**config.mk**
```make
export PLATFORM = sky130hd
export DESIGN_NAME = sse_ctrl
export DESIGN_NICKNAME = d
export VERILOG_FILES = /design/src/design/assert_macros.svh /design/src/design/sse_pkg.sv /design/src/design/sse_ctrl.sv
export SDC_FILE = /design/constraint.sdc
export NUM_CORES = 1
export LEC_CHECK = 0
export ABC_AREA = 1
export BUFFER_PORTS_ARGS = -buffer_cell sky130_fd_sc_hd__buf_2
export CORE_ASPECT_RATIO = 1.25
export CORE_MARGIN = 2
export CORE_UTILIZATION = 30
export DETAILED_ROUTE_END_ITERATION = 8
export PLACE_DENSITY = 0.5
export SLEW_MARGIN = 20
export SYNTH_ARGS = -nofsm -noshare
export SYNTH_HDL_FRONTEND = slang
export SYNTH_SLANG_ARGS = --single-unit
```
**constraint.sdc**
```tcl
create_clock -name i_clk -period 4.4 [get_ports i_clk]
set_clock_uncertainty 0.2 [all_clocks]
set_input_delay 0.66 -clock i_clk [delete_from_list [all_inputs] [get_ports i_clk]]
set_output_delay 0.66 -clock i_clk [all_outputs]
set_load 0.05 [all_outputs]
```
**src/design/assert_macros.svh**
```systemverilog
// assertion macros used by the sorted set engine datapath (sse_dp)
// no dependencies; included by files that carry concurrent checks
`ifndef ASSERT_MACROS_SVH
`define ASSERT_MACROS_SVH

// property must hold at every rising clock edge outside reset
`define SSE_ASSERT(lbl, clk, rst_n, prop, msg) \
    lbl: assert property (@(posedge clk) disable iff (!rst_n) prop) else $error(msg);

// expression must never be true outside reset
`define SSE_ASSERT_NEVER(lbl, clk, rst_n, expr, msg) \
    lbl: assert property (@(posedge clk) disable iff (!rst_n) !(expr)) else $error(msg);

`endif

```
**src/design/sse_pkg.sv**
```systemverilog
// shared types and constants for the sorted set engine
// no dependencies; used by sse_ctrl, sse_dp and sorted_set_engine
package sse_pkg;

    localparam int DEF_CAPACITY = 256;

    localparam logic [2:0] MODE_INSERT   = 3'd0;
    localparam logic [2:0] MODE_REMOVE   = 3'd1;
    localparam logic [2:0] MODE_CONTAINS = 3'd2;
    localparam logic [2:0] MODE_GET      = 3'd3;
    localparam logic [2:0] MODE_CLEAR    = 3'd4;

    localparam logic [1:0] ST_OK   = 2'd0;
    localparam logic [1:0] ST_MISS = 2'd1;
    localparam logic [1:0] ST_FULL = 2'd2;

    typedef struct packed {
        logic [2:0]         mode;
        logic signed [63:0] value;
        logic [7:0]         rank;
    } t_req;

    typedef struct packed {
        logic [1:0]         status;
        logic               found;
        logic signed [63:0] read_value;
        logic [8:0]         entry_count;
    } t_rsp;

    typedef struct packed {
        logic load;
        logic srch_rd;
        logic srch_cmp;
        logic up_init;
        logic dn_init;
        logic up_step;
        logic dn_step;
        logic place;
        logic get_rd;
        logic finish;
    } t_cmd;

    typedef struct packed {
        logic [2:0] mode;
        logic       open;
        logic       hit;
        logic       found;
        logic       full;
        logic       up_more;
        logic       dn_more;
        logic       rank_ok;
    } t_sts;

endpackage

```
**src/design/sse_ctrl.sv**
```systemverilog
// sequencing state machine of the sorted set engine
// depends on sse_pkg; drives commands into sse_dp and owns the result valid
module sse_ctrl (
    input  logic          i_clk,
    input  logic          i_rst_n,
    input  logic          i_req_valid,
    output logic          o_req_ready,
    output logic          o_rsp_valid,
    input  logic          i_rsp_ready,
    input  sse_pkg::t_sts i_sts,
    output sse_pkg::t_cmd o_cmd
);

    typedef enum logic [9:0] {
        S_IDLE     = 10'b00_0000_0001,
        S_DISPATCH = 10'b00_0000_0010,
        S_SEARCH   = 10'b00_0000_0100,
        S_COMPARE  = 10'b00_0000_1000,
        S_DECIDE   = 10'b00_0001_0000,
        S_SHIFT_UP = 10'b00_0010_0000,
        S_SHIFT_DN = 10'b00_0100_0000,
        S_PLACE    = 10'b00_1000_0000,
        S_GET      = 10'b01_0000_0000,
        S_RESULT   = 10'b10_0000_0000
    } t_state;

    t_state r_state;
    t_state n_state;
    logic   r_rsp_valid;
    logic   n_rsp_valid;
    logic   out_free;

    assign out_free    = !r_rsp_valid || i_rsp_ready;
    assign o_req_ready = (r_state == S_IDLE);
    assign o_rsp_valid = r_rsp_valid;

    always_comb begin
        n_state = r_state;
        o_cmd   = '0;
        unique case (r_state)
            S_IDLE: begin
                if (i_req_valid) begin
                    o_cmd.load = 1'b1;
                    n_state    = S_DISPATCH;
                end
            end
            S_DISPATCH: begin
                priority if (i_sts.mode == sse_pkg::MODE_INSERT ||
                             i_sts.mode == sse_pkg::MODE_REMOVE ||
                             i_sts.mode == sse_pkg::MODE_CONTAINS) begin
                    n_state = S_SEARCH;
                end else if (i_sts.mode == sse_pkg::MODE_GET) begin
                    n_state = S_GET;
                end else begin
                    n_state = S_RESULT;
                end
            end
            S_SEARCH: begin
                if (i_sts.open) begin
                    o_cmd.srch_rd = 1'b1;
                    n_state       = S_COMPARE;
                end else begin
                    n_state = S_DECIDE;
                end
            end
            S_COMPARE: begin
                o_cmd.srch_cmp = 1'b1;
                n_state        = i_sts.hit ? S_DECIDE : S_SEARCH;
            end
            S_DECIDE: begin
                priority if (i_sts.mode == sse_pkg::MODE_INSERT && !i_sts.found &&
                             !i_sts.full) begin
                    o_cmd.up_init = 1'b1;
                    n_state       = S_SHIFT_UP;
                end else if (i_sts.mode == sse_pkg::MODE_REMOVE && i_sts.found) begin
                    o_cmd.dn_init = 1'b1;
                    n_state       = S_SHIFT_DN;
                end else begin
                    n_state = S_RESULT;
                end
            end
            S_SHIFT_UP: begin
                if (i_sts.up_more) begin
                    o_cmd.up_step = 1'b1;
                end else begin
                    n_state = S_PLACE;
                end
            end
            S_SHIFT_DN: begin
                if (i_sts.dn_more) begin
                    o_cmd.dn_step = 1'b1;
                end else begin
                    n_state = S_RESULT;
                end
            end
            S_PLACE: begin
                o_cmd.place = 1'b1;
                n_state     = S_RESULT;
            end
            S_GET: begin
                o_cmd.get_rd = i_sts.rank_ok;
                n_state      = S_RESULT;
            end
            S_RESULT: begin
                if (out_free) begin
                    o_cmd.finish = 1'b1;
                    n_state      = S_IDLE;
                end
            end
            default: begin
                n_state = S_IDLE;
            end
        endcase
    end

    always_comb begin
        n_rsp_valid = r_rsp_valid;
        if (o_cmd.finish) begin
            n_rsp_valid = 1'b1;
        end else if (i_rsp_ready) begin
            n_rsp_valid = 1'b0;
        end
    end

    always_ff @(posedge i_clk) begin
        if (!i_rst_n) begin
            r_state     <= S_IDLE;
            r_rsp_valid <= 1'b0;
        end else begin
            r_state     <= n_state;
            r_rsp_valid <= n_rsp_valid;
        end
    end

endmodule

```
==> impl_metrics.json <==
{
  "synth_mux_area_frac": 0,
  "yosysSeqAreaShare": 0.253,
  "cellPowerDensity_nw_per_um2": 514,
  "internal-power_uw": 250,
  "htreeDepth": 1,
  "setup-tns-final_ns": 0,
  "cts.reportedPaths.clkPinSlew_ns": 0.08,
  "yosys.area_share.simple": 0.585,
  "hold_buffers": 0,
  "cts_buffer_depth": 2,
  "gp_congestion": 0.794,
  "holdWs_ns": 0.380,
  "path_class": "reg -> out",
  "clkPwrFrac": 0.139,
  "antenna_found_initial": 0,
  "fin_cells": 202,
  "routed_wl_microns": 2080,
  "synth_top_family_by_area": "simple AND/OR/NAND/NOR gates",
  "drt-wirelength-per-cell_microns": 10.3,
  "hold_viol": 0,
  "portBuffers": 25,
  "vdd_drop_max_uv": 382,
  "finalCritPeriodShare": 0.571,
  "cp_max_fo": 4,
  "synth-edff-count": 0,
  "clk_latency_ns": 0.28,
  "final_nets": 183,
  "die_area_sq_um": 3350,
  "via_count": 912,
  "synth_cell_type_count": 20,
  "ctsResizeCount": 0,
  "worstPathArrival_ns": 1.65,
  "core_area_sq_um": 2730,
  "hpwl_microns": 1770,
  "synth_seq_cells": 11,
  "run_status": "finished, final reports clean",
  "ant_nets": 0,
  "synth_warnings": 0,
  "cap_violations": 0,
  "period_needed_ns": 2.51,
  "maxSlewHeadroom": 0.829,
  "die_x_microns": 52.2,
  "antennaDiodeCount": 0,
  "cts_num_sinks": 11,
  "wl_met1_microns": 927,
  "cts_buffers": 3,
  "drive_gt1_frac": 0.304,
  "grt_usage": 0.146,
  "crit_path_start_kind": "flip-flop",
  "tightest_slew_ns": 0.254,
  "hold_class": "reg -> reg",
  "syn_nets": 155,
  "finalSetupViolCount": 0,
  "wl_met3_microns": 59,
  "chipHeight_microns": 64.2,
  "fmax_mhz": 398,
  "top_layer": "met4",
  "ys.flop_type": "dfxtp_1",
  "synth_xor_area_frac": 0,
  "async_flop_share": 0,
  "root_buffer": "clkbuf_4",
  "area_growth_pct": 19.8,
  "synthesis.area_sq_um": 871,
  "p_leak_nw": 0.628,
  "grt_max_degree": 10,
  "crit_path_end_kind": "output pin",
  "netlist_instances": 141,
  "grt_pass1_wl_microns": 3750,
  "syn_avg_cell_area_sq_um": 6.18,
  "cts_tree": "done",
  "drt_iter0_drc": 8,
  "rsz0062_at_grt": "false",
  "start_util": 0.319,
  "vias_per_cell": 4.51,
  "power_frac_seq": 0.257,
  "dp.cells": 198,
  "multi_input_area_sq_um": 524,
  "synth-adder-area-share": 0,
  "pin_count": 26,
  "cts_setup_buffers": 0,
  "first_pass_iters": 4,
  "combPwrFrac": 0.604,
  "netSwitchingPower_uw": 286,
  "fill_cells": 326,
  "synth_compound_area_frac": 0.0172,
  "final_util": 0.382,
  "route.detailed.drc": 0,
  "overflow": 0,
  "grt_pass1_vias": 909,
  "p_sw_frac": 0.533,
  "cp.required_ns": 3.54,
  "slew_violations": 0,
  "dr_wl_met2_microns": 1020,
  "seqCellArea_sq_um": 220,
  "rows": 21
}
cell type report:
type | instances | area share
Multi-Input combinational cell | 100 | 0.502
Sequential cell | 11 | 0.211
Timing Repair Buffer | 25 | 0.120
Inverter | 28 | 0.101
Tap cell | 34 | 0.0408
Clock buffer | 4 | 0.0252
kinds of logic (layout without fill, tap and decap cells):
| logic type | after synthesis | count (layout) |
|---|---|---|
| AO/OA/AOI/OAI | 3 | 3 |
| buffers and inverters | 30 | 57 |
| flip-flops | 11 | 11 |
| AND/OR/NAND/NOR | 97 | 97 |
metal layers:
layer / global-route usage / up-vias
li1: - / 481
met1: 0.172 / 402
met2: 0.247 / 22
met3: 0.0164 / 7
met4: 0.0897 / 0
met5: 0 / -
synth_stat cells (4+ instances only):
library cell | count | share of area
dfxtp_1 | 11 | 0.25
inv_1 | 26 | 0.11
nand2_1 | 23 | 0.099
nand2_2 | 5 | 0.036
nand3_1 | 12 | 0.069
nand3_2 | 4 | 0.046
nor2_1 | 30 | 0.13
nor2_2 | 4 | 0.029
nor2_4 | 6 | 0.078
nor3_1 | 5 | 0.029
critical path: stages, from the launching register on:
cell	delay [ns]
dfxtp_1	0.36
nor2_4	0.20
nand2_2	0.08
inv_2	0.07
nand3_2	0.11
or2_1	0.25
inv_1	0.05
buf_2	0.25
sequential cells by signal, summed over array words and instances, names as in the netlist:
name and cells:
r_state 10, o_rsp_valid 1
cells in the final DEF (no fill, tap or decap):
cell type	Yosys	layout
nand2_4	2	2
clkbuf_4	0	3
and2_1	1	1
nand3b_1	1	1
nand2_1	23	23
nand3_1	12	12
o21ai_1	2	2
nor3_1	5	5
nor2_1	30	30
inv_1	26	26
or2_1	2	2
inv_2	2	2
nand3_2	4	4
nand2_2	5	5
a21oi_1	1	1
buf_2	0	25
nor2_4	6	6
dfxtp_1	11	11
nor2_2	4	4
clkbuf_1	0	1
nand4_1	2	2
worst paths after layout:
path                            depth (start not counted)               startpoint  slack, ns                 endpoint
worst min register to register                          2  r_state[5]$_SDFFE_PN0P_       0.38  r_state[5]$_SDFFE_PN0P_
worst max register to register                          8  r_state[6]$_SDFFE_PN0P_       2.84  r_state[4]$_SDFFE_PN0P_
worst max-delay path                                    7  r_state[6]$_SDFFE_PN0P_       1.89                 o_cmd[6]
worst min-delay path                                    2  r_state[5]$_SDFFE_PN0P_       0.38  r_state[5]$_SDFFE_PN0P_
power groups by stage:
stage | clock (mW) | sequential, mW | combinational [mW]
finish | 0.0744 | 0.138 | 0.324
detailed placement | 0 | 0.140 | 0.327
global placement | 0 | 0.140 | 0.326
global route | 0.0789 | 0.141 | 0.362
floorplan | 0 | 0.139 | 0.267
CTS | 0.0753 | 0.138 | 0.328
stage by stage:
stage,worst slack (ns),cell area (sq um),power (mW)
2_1_floorplan,1.71,871,0.406
3_3_place_gp,2.00,1020,0.466
3_5_place_dp,1.95,1020,0.468
4_1_cts,1.87,1040,0.541
5_1_grt,1.75,1040,0.583
6_report,1.89,1040,0.537
Note: power is estimated with default switching activity, not from simulation.
